==> src/rtl/itrg_pkg.sv <==
// Shared types and constants for the image tile rectangle generator.
package itrg_pkg;

  // Field widths of the descriptor, the configuration and the tiles.
  localparam int ORIGIN_W = 16;
  localparam int DIM_W    = 12;
  localparam int POS_W    = 17;

  // Tile counts per axis are held minus one; the cap never exceeds eight.
  localparam int CNT_W = 3;
  localparam int MAX_TILES_PER_AXIS_DEF = 8;

  // Configuration port.
  localparam int CFG_IDX_W  = 1;
  localparam int CFG_DATA_W = DIM_W;
  localparam logic [CFG_IDX_W-1:0] CFG_TILE_WIDTH  = 1'b0;
  localparam logic [CFG_IDX_W-1:0] CFG_TILE_HEIGHT = 1'b1;

  // Job queue between the front and back parts.
  localparam int QUEUE_DEPTH = 2;
  localparam int QPTR_W      = 1;
  localparam int QCNT_W      = 2;

  // One classified image, ready to be cut into tiles.
  typedef struct packed {
    logic [ORIGIN_W-1:0] origin_x;
    logic [ORIGIN_W-1:0] origin_y;
    logic [DIM_W-1:0]    step_w;
    logic [DIM_W-1:0]    step_h;
    logic [DIM_W-1:0]    last_w;
    logic [DIM_W-1:0]    last_h;
    logic [CNT_W-1:0]    col_last;
    logic [CNT_W-1:0]    row_last;
    logic                compressed;
    logic                over;
  } job_t;

endpackage

==> src/rtl/itrg_if.sv <==
// Stream interfaces for image descriptors and tile rectangles.
interface itrg_in_if;
  import itrg_pkg::*;
  logic                valid;
  logic                ready;
  logic [ORIGIN_W-1:0] origin_x;
  logic [ORIGIN_W-1:0] origin_y;
  logic [DIM_W-1:0]    image_width;
  logic [DIM_W-1:0]    image_height;
  logic                compress_on;

  modport source (output valid, origin_x, origin_y, image_width, image_height,
                  compress_on, input ready);
  modport sink (input valid, origin_x, origin_y, image_width, image_height,
                compress_on, output ready);
endinterface

interface itrg_out_if;
  import itrg_pkg::*;
  logic             valid;
  logic             ready;
  logic [POS_W-1:0] tile_x;
  logic [POS_W-1:0] tile_y;
  logic [DIM_W-1:0] tile_w;
  logic [DIM_W-1:0] tile_h;
  logic             tile_compressed;
  logic             last_tile;
  logic             too_many_tiles;

  modport source (output valid, tile_x, tile_y, tile_w, tile_h, tile_compressed,
                  last_tile, too_many_tiles, input ready);
  modport sink (input valid, tile_x, tile_y, tile_w, tile_h, tile_compressed,
                last_tile, too_many_tiles, output ready);
endinterface

==> src/rtl/itrg_front.sv <==
// Front part: accepts descriptors and counts tiles per axis by repeated subtraction.
module itrg_front #(
  parameter int MAX_TILES_PER_AXIS = itrg_pkg::MAX_TILES_PER_AXIS_DEF
) (
  input  logic                   clk,
  input  logic                   rst,
  input  logic [itrg_pkg::DIM_W-1:0] tile_width,
  input  logic [itrg_pkg::DIM_W-1:0] tile_height,
  itrg_in_if.sink                in_ch,
  output logic                   push_valid,
  input  logic                   push_ready,
  output itrg_pkg::job_t         push_data
);
  import itrg_pkg::*;

  typedef enum logic [1:0] {ST_IDLE, ST_DIVIDE, ST_PUSH} state_t;

  localparam logic [CNT_W-1:0] CNT_CAP = CNT_W'(MAX_TILES_PER_AXIS - 1);

  state_t              state;
  logic [ORIGIN_W-1:0] origin_x;
  logic [ORIGIN_W-1:0] origin_y;
  logic [DIM_W-1:0]    step_w;
  logic [DIM_W-1:0]    step_h;
  logic [DIM_W-1:0]    rem_w;
  logic [DIM_W-1:0]    rem_h;
  logic [CNT_W-1:0]    cnt_w;
  logic [CNT_W-1:0]    cnt_h;
  logic                done_w;
  logic                done_h;
  logic                compressed;
  logic                over;

  logic fit_w, fit_h, cap_w, cap_h, over_w, over_h, fin_w, fin_h;

  // The remaining width fits in one tile, or a further full tile breaks the cap.
  always_comb begin
    fit_w  = (rem_w <= step_w);
    fit_h  = (rem_h <= step_h);
    cap_w  = (cnt_w == CNT_CAP);
    cap_h  = (cnt_h == CNT_CAP);
    over_w = !done_w && !fit_w && cap_w;
    over_h = !done_h && !fit_h && cap_h;
    fin_w  = done_w || fit_w;
    fin_h  = done_h || fit_h;
  end

  assign in_ch.ready = (state == ST_IDLE);
  assign push_valid  = (state == ST_PUSH);

  always_comb begin
    push_data.origin_x   = origin_x;
    push_data.origin_y   = origin_y;
    push_data.step_w     = step_w;
    push_data.step_h     = step_h;
    push_data.last_w     = rem_w;
    push_data.last_h     = rem_h;
    push_data.col_last   = cnt_w;
    push_data.row_last   = cnt_h;
    push_data.compressed = compressed;
    push_data.over       = over;
  end

  // Control sequence and the per-axis subtraction registers.
  always_ff @(posedge clk) begin
    if (rst) begin
      state <= ST_IDLE;
    end else begin
      unique case (state)
        ST_IDLE: begin
          if (in_ch.valid) begin
            origin_x   <= in_ch.origin_x;
            origin_y   <= in_ch.origin_y;
            step_w     <= tile_width;
            step_h     <= tile_height;
            rem_w      <= in_ch.image_width;
            rem_h      <= in_ch.image_height;
            cnt_w      <= '0;
            cnt_h      <= '0;
            done_w     <= 1'b0;
            done_h     <= 1'b0;
            compressed <= in_ch.compress_on;
            over       <= 1'b0;
            // An empty image gives no tiles; tiling switched off gives one.
            if (in_ch.image_width == '0 || in_ch.image_height == '0) begin
              state <= ST_IDLE;
            end else if (tile_width == '0 || tile_height == '0) begin
              state <= ST_PUSH;
            end else begin
              state <= ST_DIVIDE;
            end
          end
        end
        ST_DIVIDE: begin
          if (!done_w) begin
            if (fit_w) begin
              done_w <= 1'b1;
            end else if (!cap_w) begin
              rem_w <= rem_w - step_w;
              cnt_w <= cnt_w + CNT_W'(1);
            end
          end
          if (!done_h) begin
            if (fit_h) begin
              done_h <= 1'b1;
            end else if (!cap_h) begin
              rem_h <= rem_h - step_h;
              cnt_h <= cnt_h + CNT_W'(1);
            end
          end
          if (over_w || over_h) begin
            over  <= 1'b1;
            state <= ST_PUSH;
          end else if (fin_w && fin_h) begin
            state <= ST_PUSH;
          end
        end
        ST_PUSH: begin
          if (push_ready) begin
            state <= ST_IDLE;
          end
        end
        default: state <= ST_IDLE;
      endcase
    end
  end

endmodule

==> src/rtl/itrg_queue.sv <==
// Two-entry job queue between the front and back parts.
module itrg_queue (
  input  logic           clk,
  input  logic           rst,
  input  logic           push_valid,
  output logic           push_ready,
  input  itrg_pkg::job_t push_data,
  output logic           pop_valid,
  input  logic           pop_ready,
  output itrg_pkg::job_t pop_data
);
  import itrg_pkg::*;

  job_t              entries [QUEUE_DEPTH];
  logic [QPTR_W-1:0] wr_ptr;
  logic [QPTR_W-1:0] rd_ptr;
  logic [QCNT_W-1:0] count;
  logic              do_push;
  logic              do_pop;

  assign push_ready = (count != QCNT_W'(QUEUE_DEPTH));
  assign pop_valid  = (count != '0);
  assign pop_data   = entries[rd_ptr];
  assign do_push    = push_valid && push_ready;
  assign do_pop     = pop_valid && pop_ready;

  // Entry storage.
  always_ff @(posedge clk) begin
    if (do_push) begin
      entries[wr_ptr] <= push_data;
    end
  end

  // Pointers and fill count.
  always_ff @(posedge clk) begin
    if (rst) begin
      wr_ptr <= '0;
      rd_ptr <= '0;
      count  <= '0;
    end else begin
      if (do_push) begin
        wr_ptr <= wr_ptr + QPTR_W'(1);
      end
      if (do_pop) begin
        rd_ptr <= rd_ptr + QPTR_W'(1);
      end
      if (do_push && !do_pop) begin
        count <= count + QCNT_W'(1);
      end else if (do_pop && !do_push) begin
        count <= count - QCNT_W'(1);
      end
    end
  end

endmodule

==> src/rtl/itrg_back.sv <==
// Back part: walks a job row by row and column by column, one tile per cycle while the output is not stalled.
module itrg_back (
  input  logic           clk,
  input  logic           rst,
  input  logic           pop_valid,
  output logic           pop_ready,
  input  itrg_pkg::job_t pop_data,
  itrg_out_if.source     out_ch
);
  import itrg_pkg::*;

  logic             busy;
  job_t             job;
  logic [CNT_W-1:0] col;
  logic [CNT_W-1:0] row;
  logic [POS_W-1:0] pos_x;
  logic [POS_W-1:0] pos_y;
  logic             out_free;
  logic             end_col;
  logic             end_row;

  assign pop_ready = !busy;
  assign out_free  = !out_ch.valid || out_ch.ready;
  assign end_col   = (col == job.col_last);
  assign end_row   = (row == job.row_last);

  // Job walk and output register.
  always_ff @(posedge clk) begin
    if (rst) begin
      busy         <= 1'b0;
      out_ch.valid <= 1'b0;
    end else begin
      // Take the next job once the previous one is done.
      if (!busy && pop_valid) begin
        job   <= pop_data;
        col   <= '0;
        row   <= '0;
        pos_x <= POS_W'(pop_data.origin_x);
        pos_y <= POS_W'(pop_data.origin_y);
        busy  <= 1'b1;
      end
      // Load the next tile when the output register is free; otherwise drop a taken tile.
      if (busy && out_free) begin
        out_ch.valid           <= 1'b1;
        out_ch.tile_compressed <= job.compressed;
        if (job.over) begin
          // Over the cap: a single flagged result with zero geometry.
          out_ch.tile_x         <= '0;
          out_ch.tile_y         <= '0;
          out_ch.tile_w         <= '0;
          out_ch.tile_h         <= '0;
          out_ch.last_tile      <= 1'b1;
          out_ch.too_many_tiles <= 1'b1;
          busy                  <= 1'b0;
        end else begin
          out_ch.tile_x         <= pos_x;
          out_ch.tile_y         <= pos_y;
          out_ch.tile_w         <= end_col ? job.last_w : job.step_w;
          out_ch.tile_h         <= end_row ? job.last_h : job.step_h;
          out_ch.last_tile      <= end_col && end_row;
          out_ch.too_many_tiles <= 1'b0;
          if (end_col && end_row) begin
            busy <= 1'b0;
          end else if (end_col) begin
            col   <= '0;
            row   <= row + CNT_W'(1);
            pos_x <= POS_W'(job.origin_x);
            pos_y <= pos_y + POS_W'(job.step_h);
          end else begin
            col   <= col + CNT_W'(1);
            pos_x <= pos_x + POS_W'(job.step_w);
          end
        end
      end else if (out_ch.ready) begin
        out_ch.valid <= 1'b0;
      end
    end
  end

endmodule

==> src/rtl/image_tile_rectangle_generator.sv <==
// A descriptor is accepted, the front part counts its tiles per axis by repeated
// subtraction (both axes in parallel) and pushes one job into the queue. The back part
// takes each job from the queue and emits one tile per cycle when the output is not
// stalled, up to MAX_TILES_PER_AXIS**2 tiles per image; meanwhile the front part can
// work on the next image. Reset (synchronous, active high) clears the tile size
// registers, the queue and both control sequences; no memory needs clearing.
module image_tile_rectangle_generator #(
  parameter int MAX_TILES_PER_AXIS = itrg_pkg::MAX_TILES_PER_AXIS_DEF
) (
  input  logic                            clk,
  input  logic                            rst,
  input  logic                            cfg_we,
  input  logic [itrg_pkg::CFG_IDX_W-1:0]  cfg_index,
  input  logic [itrg_pkg::CFG_DATA_W-1:0] cfg_data,
  itrg_in_if.sink                         in_ch,
  itrg_out_if.source                      out_ch
);
  import itrg_pkg::*;

  logic [DIM_W-1:0] tile_width;
  logic [DIM_W-1:0] tile_height;
  logic             push_valid;
  logic             push_ready;
  job_t             push_data;
  logic             pop_valid;
  logic             pop_ready;
  job_t             pop_data;

  // Configuration registers.
  always_ff @(posedge clk) begin
    if (rst) begin
      tile_width  <= '0;
      tile_height <= '0;
    end else if (cfg_we) begin
      unique case (cfg_index)
        CFG_TILE_WIDTH:  tile_width  <= cfg_data;
        CFG_TILE_HEIGHT: tile_height <= cfg_data;
        default: ;
      endcase
    end
  end

  itrg_front #(
    .MAX_TILES_PER_AXIS(MAX_TILES_PER_AXIS)
  ) u_front (
    .clk        (clk),
    .rst        (rst),
    .tile_width (tile_width),
    .tile_height(tile_height),
    .in_ch      (in_ch),
    .push_valid (push_valid),
    .push_ready (push_ready),
    .push_data  (push_data)
  );

  itrg_queue u_queue (
    .clk       (clk),
    .rst       (rst),
    .push_valid(push_valid),
    .push_ready(push_ready),
    .push_data (push_data),
    .pop_valid (pop_valid),
    .pop_ready (pop_ready),
    .pop_data  (pop_data)
  );

  itrg_back u_back (
    .clk      (clk),
    .rst      (rst),
    .pop_valid(pop_valid),
    .pop_ready(pop_ready),
    .pop_data (pop_data),
    .out_ch   (out_ch)
  );

endmodule
==> src/flat_wrapper.sv <==
// flat-port wrapper written by rule: the top's interface ports become plain ports
module image_tile_rectangle_generator_flat import itrg_pkg::*;
#(
  parameter int MAX_TILES_PER_AXIS = itrg_pkg::MAX_TILES_PER_AXIS_DEF
)
  (clk, rst, cfg_we, cfg_index, cfg_data, in_ch_valid, in_ch_origin_x, in_ch_origin_y, in_ch_image_width, in_ch_image_height, in_ch_compress_on, in_ch_ready, out_ch_valid, out_ch_tile_x, out_ch_tile_y, out_ch_tile_w, out_ch_tile_h, out_ch_tile_compressed, out_ch_last_tile, out_ch_too_many_tiles, out_ch_ready);
  itrg_in_if in_ch_i ();
  itrg_out_if out_ch_i ();
  input  logic clk;
  input  logic rst;
  input  logic cfg_we;
  input  logic [itrg_pkg::CFG_IDX_W-1:0] cfg_index;
  input  logic [itrg_pkg::CFG_DATA_W-1:0] cfg_data;
  input wire logic [$bits(in_ch_i.valid)-1:0] in_ch_valid;
  input wire logic [$bits(in_ch_i.origin_x)-1:0] in_ch_origin_x;
  input wire logic [$bits(in_ch_i.origin_y)-1:0] in_ch_origin_y;
  input wire logic [$bits(in_ch_i.image_width)-1:0] in_ch_image_width;
  input wire logic [$bits(in_ch_i.image_height)-1:0] in_ch_image_height;
  input wire logic [$bits(in_ch_i.compress_on)-1:0] in_ch_compress_on;
  output wire logic [$bits(in_ch_i.ready)-1:0] in_ch_ready;
  output wire logic [$bits(out_ch_i.valid)-1:0] out_ch_valid;
  output wire logic [$bits(out_ch_i.tile_x)-1:0] out_ch_tile_x;
  output wire logic [$bits(out_ch_i.tile_y)-1:0] out_ch_tile_y;
  output wire logic [$bits(out_ch_i.tile_w)-1:0] out_ch_tile_w;
  output wire logic [$bits(out_ch_i.tile_h)-1:0] out_ch_tile_h;
  output wire logic [$bits(out_ch_i.tile_compressed)-1:0] out_ch_tile_compressed;
  output wire logic [$bits(out_ch_i.last_tile)-1:0] out_ch_last_tile;
  output wire logic [$bits(out_ch_i.too_many_tiles)-1:0] out_ch_too_many_tiles;
  input wire logic [$bits(out_ch_i.ready)-1:0] out_ch_ready;
  assign in_ch_i.valid = in_ch_valid;
  assign in_ch_i.origin_x = in_ch_origin_x;
  assign in_ch_i.origin_y = in_ch_origin_y;
  assign in_ch_i.image_width = in_ch_image_width;
  assign in_ch_i.image_height = in_ch_image_height;
  assign in_ch_i.compress_on = in_ch_compress_on;
  assign in_ch_ready = in_ch_i.ready;
  assign out_ch_valid = out_ch_i.valid;
  assign out_ch_tile_x = out_ch_i.tile_x;
  assign out_ch_tile_y = out_ch_i.tile_y;
  assign out_ch_tile_w = out_ch_i.tile_w;
  assign out_ch_tile_h = out_ch_i.tile_h;
  assign out_ch_tile_compressed = out_ch_i.tile_compressed;
  assign out_ch_last_tile = out_ch_i.last_tile;
  assign out_ch_too_many_tiles = out_ch_i.too_many_tiles;
  assign out_ch_i.ready = out_ch_ready;
  image_tile_rectangle_generator #(.MAX_TILES_PER_AXIS(MAX_TILES_PER_AXIS)) u_core (.clk(clk), .rst(rst), .cfg_we(cfg_we), .cfg_index(cfg_index), .cfg_data(cfg_data), .in_ch(in_ch_i), .out_ch(out_ch_i));
endmodule
==> config.mk <==
export PLATFORM = sky130hd
export DESIGN_NAME = image_tile_rectangle_generator_flat
export DESIGN_NICKNAME = d
export VERILOG_FILES = /design/src/rtl/itrg_pkg.sv /design/src/rtl/itrg_if.sv /design/src/rtl/itrg_front.sv /design/src/rtl/itrg_queue.sv /design/src/rtl/itrg_back.sv /design/src/rtl/image_tile_rectangle_generator.sv /design/src/flat_wrapper.sv
export SDC_FILE = /design/constraint.sdc
export NUM_CORES = 1
export LEC_CHECK = 0
export BUFFER_PORTS_ARGS = -buffer_cell sky130_fd_sc_hd__buf_4
export CAP_MARGIN = 40
export CORE_MARGIN = 4
export CORE_UTILIZATION = 40
export CTS_BUF_LIST = sky130_fd_sc_hd__clkbuf_4
export CTS_CLUSTER_SIZE = 28
export DETAILED_ROUTE_END_ITERATION = 6
export GPL_ROUTABILITY_DRIVEN = 0
export MAX_ROUTING_LAYER = met4
export SLEW_MARGIN = 40
export SYNTH_ARGS = -nofsm -noshare
export SYNTH_HDL_FRONTEND = slang
export SYNTH_SLANG_ARGS = --single-unit
==> constraint.sdc <==
create_clock -name clk -period 13.95 [get_ports clk]
set_input_delay 2.79 -clock clk [delete_from_list [all_inputs] [get_ports clk]]
set_output_delay 2.79 -clock clk [all_outputs]
set_load 0.01 [all_outputs]
; Word-level counts from Yosys, hierarchy flattened
; Memory sizes are Yosys's and may differ from the RTL's. A register that Yosys moved wholly into a read port is not among the register bits.
; Cells that the tools add are included.
[classes]
n_mux = 70
n_eq_ne = 17
bitwise = 2
reduce_logical = 44
n_lt_le_gt_ge = 2
n_addsub = 12
[ops]
columns = operator, count
row1 = two-way mux 17 bit, 10
row2 = two-way mux 12 bit, 10
row3 = two-way mux 3 bit, 17
row4 = logical NOT 12 bit, 4
row5 = case mux 12 bit (2 select lines), 2
row6 = adder 17 x 12 -> 17 bit, 2
row7 = less-or-equal comparator 12 bit, 2
row8 = subtractor 12 bit, 2
row9 = "!= test 2 bit, second input constant", 9
row10 = two-way mux 1 bit, 17
row11 = two-way mux 2 bit, 8
row12 = "adder 3 x 1 -> 3 bit, second input constant", 4
row13 = case mux 3 bit (2 select lines), 2
row14 = AND reduction 6 bit, 2
row15 = logical AND 1 bit, 11
row16 = AND reduction 3 bit, 3
row17 = logical NOT 1 bit, 8
row18 = AND reduction 2 bit, 4
row19 = nonzero test 2 bit, 4
row20 = == test 3 bit, 2
row21 = "== test 3 bit, second input constant", 2
row22 = logical OR 1 bit, 6
row23 = case mux 1 bit (2 select lines), 3
row24 = case mux 2 bit (3 select lines), 1
row25 = other kinds (10), 12
[totals]
wordCells = 188
mem_bits_rw = 176
in_bits = 75
output_inout_bits = 63
memories = 1
register_bits = 295
[mem_list]
columns = name, words, width, rd, rd_ports_with_merged_regs, wr, line_no
row1 = u_core.u_queue.entries, 2, 88, 1, 1, 1, itrg_queue.sv:14  ; job_t entries [QUEUE_DEPTH];

; Depth between registers and ports, before layout
[depth]
ltp_word = 7
ltp_mapped = 9
ltp_nobuf = 9

; Cells and area by module
; Synthesis repeated with hierarchy kept, for this count alone.
[hier_totals]
cells_unflattened = 1383
area_unflattened_um2 = 20329.5
[by_module_without_submodules]
columns = module, area_each_um2, cells_each, instances
row1 = itrg_back, 8096.5, 619, 1
row2 = itrg_queue, 6648.9, 298, 1
row3 = itrg_front, 4553.1, 373, 1
row4 = image_tile_rectangle_generator, 1031.0, 93, 1

; Worst setup path before layout
; Ideal clock, no wire load.
[synth_path]
path_kind = in2reg
start = in rst
end = reg u_core.u_front.state[0]
cell_stages = 6
path_slack_ns = 5.199
n_path_buf = 1
arrival_ns = 8.662
cell_sequence = clkbuf_1 -> inv_1 -> o21ai_0 -> nor3_1 -> nand4_1 -> o31ai_2
[synth_rtl]
columns = item, line_no
row1 = from (decl), flat_wrapper.sv:10  ; input logic rst;
row2 = to (signal assigned), itrg_front.sv:67  ; state <= ST_IDLE;
row3 = to (signal assigned), itrg_front.sv:86  ; state <= ST_IDLE;
row4 = to (signal assigned), itrg_front.sv:88  ; state <= ST_PUSH;
row5 = to (decl), itrg_front.sv:20  ; state_t state;

; Worst setup path after layout
[layout_path]
start = reg u_core.u_front.state[1]
end = out in_ch_ready
[layout_between]
elab_chain_len = 1
[layout_lines]
columns = item, line_no
row1 = logical NOT 2 bit, itrg_front.sv:48  ; assign in_ch.ready = (state == ST_IDLE);
row2 = to (decl), flat_wrapper.sv:20  ; output wire logic [$bits(in_ch_i.ready)-1:0] in_ch_ready;
; Every way passes these cells.

==> implementation parameters <==
Parameter                              Value

Clock network
  Setup Fix Bufs, Post-CTS    0
  Source-to-sink clock delay at the later pin of the worst-skew pair    0.84 ns
  Clock Path Buffers    3
  CTS tree    done
  Cts bufs inserted    118
  Sink count of the clock tree    472
  Hold bufs inserted after CTS    0
  CTS H-Tree Depth    3
  Post-cts gate resize count    0
  Clock transition at the registers of the reported paths    0.07 ns
  Clk root buf    clkbuf_4

Worst hold path
  Worst hold path class    reg2reg
  Min-Delay Startpoint    u_core.u_front.origin_x[14]
  Worst hold path cell count    0

Logic synthesis
  Largest area contributor in the netlist    edfxtp_1
  Mean instance size in the synthesized netlist    14.5 µm²
  Top cell types by occurrence after synthesis    edfxtp_1 (439), nand2_1 (127), nor2_1 (82)
  Sequential area share after synthesis    0.696
  Top_reg_cell synth    edfxtp_1
  Number of synthesized flops with an enable pin    439
  Fraction of post-synthesis cell area in the top cell type by area    0.663
  Number of instances in the synthesized netlist    1370
  Number of different library cells in the post-synthesis netlist    75
  Cell with the most instances after synthesis    edfxtp_1
  Warning count from the yosys run    0
  Netlist area before placement    between 15000 and 20000 µm²
  Area contributors post-synth    edfxtp_1 (66%), mux2_2 (4.2%), ha_1 (3.5%)
  Number of synthesized register bits    472
  Total nets after synthesis    1504
  Proportion of register bits with asynchronous set or reset after synthesis    0

Placement
  Half-perimeter wire length after detailed placement    29000 µm
  I/O Buffers    137
  Inst Count DP    roughly 2100

Critical path
  Reg2Reg Setup Slack    10.59 ns
  Data required time of the critical path    11.16 ns
  Depth of the most critical reg-to-reg path    8
  Endpoint of the most critical setup path    in_ch_ready
  Largest driver fanout on the critical path    8
  Largest stage delay on the critical path    0.39 ns
  Crit. Startpoint    u_core.u_front.state[1]
  Crit Reg-Reg Startpoint    u_core.u_front.step_w[0]
  Class of the most critical setup path    reg2out
  Capture point of the worst reg-to-reg path    u_core.u_front.rem_w[0]
  Sequence of cells on the critical path    nor2_1 > buf_4
  Worst path slowest cell    dfxtp_1
  Critical path capture point type    primary output
  Data arrival time of the critical path    1.65 ns
  Element type at the critical path start    flip-flop

Floorplan
  Starting density of the core    0.406
  Die height    231 µm
  Placement Rows    81
  Die width    231 µm
  Die ar.    53400 µm²
  Core box area    slightly below 50000 µm²
  Number of top-level pins    138

Power and ir drop
  Worst IR drop on VDD    between 0.00009 and 0.0001 V
  Total power after layout    about 4.6 mW
  Proportion of total power due to net switching    0.320
  Clock share of power    0.250
  Net switching power figure    1.48 mW
  Logic gate share of total power    0.282
  Total power density per cell area    198 nW/µm²
  Pleak    between 8 and 9 nW
  Internal power component    3.14 mW
  Sequential share of power    0.468

Timing
  Endpoints failing hold    0
  Setup violators final    0
  RSZ-0062 raised after global routing    no
  Max-slew violations    0
  Max_slew headroom    0.478
  Max Freq    225 MHz
  Shortest period the worst path allows    4.44 ns
  Transition time at the pin with the least slew margin    0.783 ns
  Final setup TNS    0 ns
  Final worst clock skew    0.0493 ns
  Ratio of final minimum period to clock period    0.318
  Worst hold-check slack    0.427 ns

Routing
  Metal2 WL    19500 µm
  Vias per Instance    5.05
  Routed wire length on met3    2480 µm
  Final wirelength    42900 µm
  Uppermost layer routed    met4
  Total number of vias    ~12000
  Remaining routing DRC violations    0
  Routed length on met1    about 20000 µm
  First-iteration detailed-routing DRC count    698
  Count of TritonRoute iterations in the first routing pass    5
  Mean routed wirelength per cell    18.2 µm
  Antenna Violating Nets Remaining    0

GRT
  Wire length of the first global-routing pass    66700 µm
  Global-route congestion overflow total    0
  All-Layer GR Usage    0.164
  Largest net degree at the start of global routing    69
  Antenna violations before repair    1
  Number of global-route vias before repair    12000

Finish
  Post-layout instance count excluding filler cells    2353
  Number of nets in the final layout    1732
  Area Growth Syn to Fin    17.2%
  Fraction of final layout cells sized beyond drive strength 1    0.266
  Fill cell count    around 4400

Run
  # Max-Cap Violations    0

Status
  Outcome    completed
routing by layer:
| layer | global-route usage | vias up |
|---|---|---|
| li1 | - | 5710 |
| met1 | 0.224 | 5770 |
| met2 | 0.242 | 331 |
| met3 | 0.0398 | 65 |
| met4 | 0.0588 | 0 |
| met5 | - | - |
cell usage in the layout (no fill, tap or decap), drive strengths merged, types with 3 or more instances in the layout:
master  synthesis  layout
edfxtp        439     439
o21a           15      15
a21o            7       7
mux2i          50      50
xnor2          18      18
xor2           26      26
a41oi           3       3
nor4           17      17
buf            19     154
dfxtp          33      33
clkbuf         28     186
fa              4       4
clkinv          1      23
a311oi          3       3
nand2b         15      15
ha             55      55
and2            9       9
inv            41      42
a32oi           4       4
o21ai          66      66
a21oi          67      67
nor3b           5       5
nand3           7       7
nand2         127     127
nand4           6       6
mux2           74      74
a211oi         16      16
nor2b          39      39
a21boi          4       4
o211ai         19      19
o221ai          7       7
o31ai           9       9
o21bai          3       3
nor2           82      82
nor3           17      17
o22ai           3       3
registers in the layout (all words and copies together) (netlist names), 2 cells and up, named ones only:
| name | count |
|---|---|
| u_core.u_queue.entries | 176 |
| u_core.u_back.job | 72 |
| u_core.u_back.out_ch.tile_x | 17 |
| u_core.u_back.out_ch.tile_y | 17 |
| u_core.u_back.pos_x | 17 |
| u_core.u_back.pos_y | 17 |
| u_core.u_front.origin_x | 16 |
| u_core.u_front.origin_y | 16 |
| u_core.tile_height | 12 |
| u_core.tile_width | 12 |
| u_core.u_back.out_ch.tile_h | 12 |
| u_core.u_back.out_ch.tile_w | 12 |
| u_core.u_front.rem_h | 12 |
| u_core.u_front.rem_w | 12 |
| u_core.u_front.step_h | 12 |
| u_core.u_front.step_w | 12 |
| u_core.u_back.col | 3 |
| u_core.u_back.row | 3 |
| u_core.u_front.cnt_h | 3 |
| u_core.u_front.cnt_w | 3 |
| u_core.u_front.state | 2 |
| u_core.u_queue.count | 2 |
final cells by class:
cell class / instances / area, µm² / share of cell area
Sequential cell: 472 / 13800 / 0.594
Multi-Input combinational cell: 809 / 5760 / 0.247
Clock buffer: 185 / 1390 / 0.0596
Timing Repair Buffer: 155 / 1200 / 0.0513
Tap cell: 664 / 831 / 0.0356
Inverter: 42 / 158 / 0.00676
Clock inverter: 25 / 130 / 0.00558
Antenna cell: 1 / 2.50 / 0.000107
stage by stage:
stage               instance area [µm²]  worst slack, ns   util
floorplan                         19900             5.20      -
global placement                  21700             8.74  0.443
detailed placement                21800             8.69  0.444
CTS                               23300             9.44  0.475
global route                      23300             9.37  0.475
finish                            23300             9.51  0.475
worst min-delay path by stage:
stage                                           end  slack [ns]
6_report              u_core.u_queue.entries[0][86]        0.43
5_1_grt               u_core.u_queue.entries[0][69]        0.43
4_1_cts               u_core.u_queue.entries[0][86]        0.41
3_5_place_dp          u_core.u_queue.entries[1][58]        0.43
3_3_place_gp          u_core.u_queue.entries[0][60]        0.42
2_1_floorplan  u_core.u_back.out_ch.tile_compressed        0.40
cells by family (layout without fill, tap and decap cells):
kind of cell	Yosys count	count (layout)	synth area share
muxes	124	124	0.0670
and+or+nand+nor	339	339	0.0821
other	0	1	0
xor gates and xnor gates	44	44	0.0194
adders and majority gates	59	59	0.0386
AOI/OAI and AO/OA	243	243	0.0792
buffers and inverters	89	407	0.0179
DFF	472	472	0.696
power groups by stage:
stage	registers, mW	logic (mW)	clock network, mW
floorplan	2.12	0.966	0
global placement	2.18	1.28	0
detailed placement	2.19	1.30	0
CTS	2.16	1.31	1.19
global route	2.19	1.45	1.27
finish	2.16	1.30	1.15
critical path, delay by kind of cell (launching register included):
kind | cells | cell delay (ns)
buffers and inverters | 1 | 0.18
flip-flops | 1 | 0.39
AND/OR/NAND/NOR | 1 | 0.27
Power figures use the tool's default switching activity.
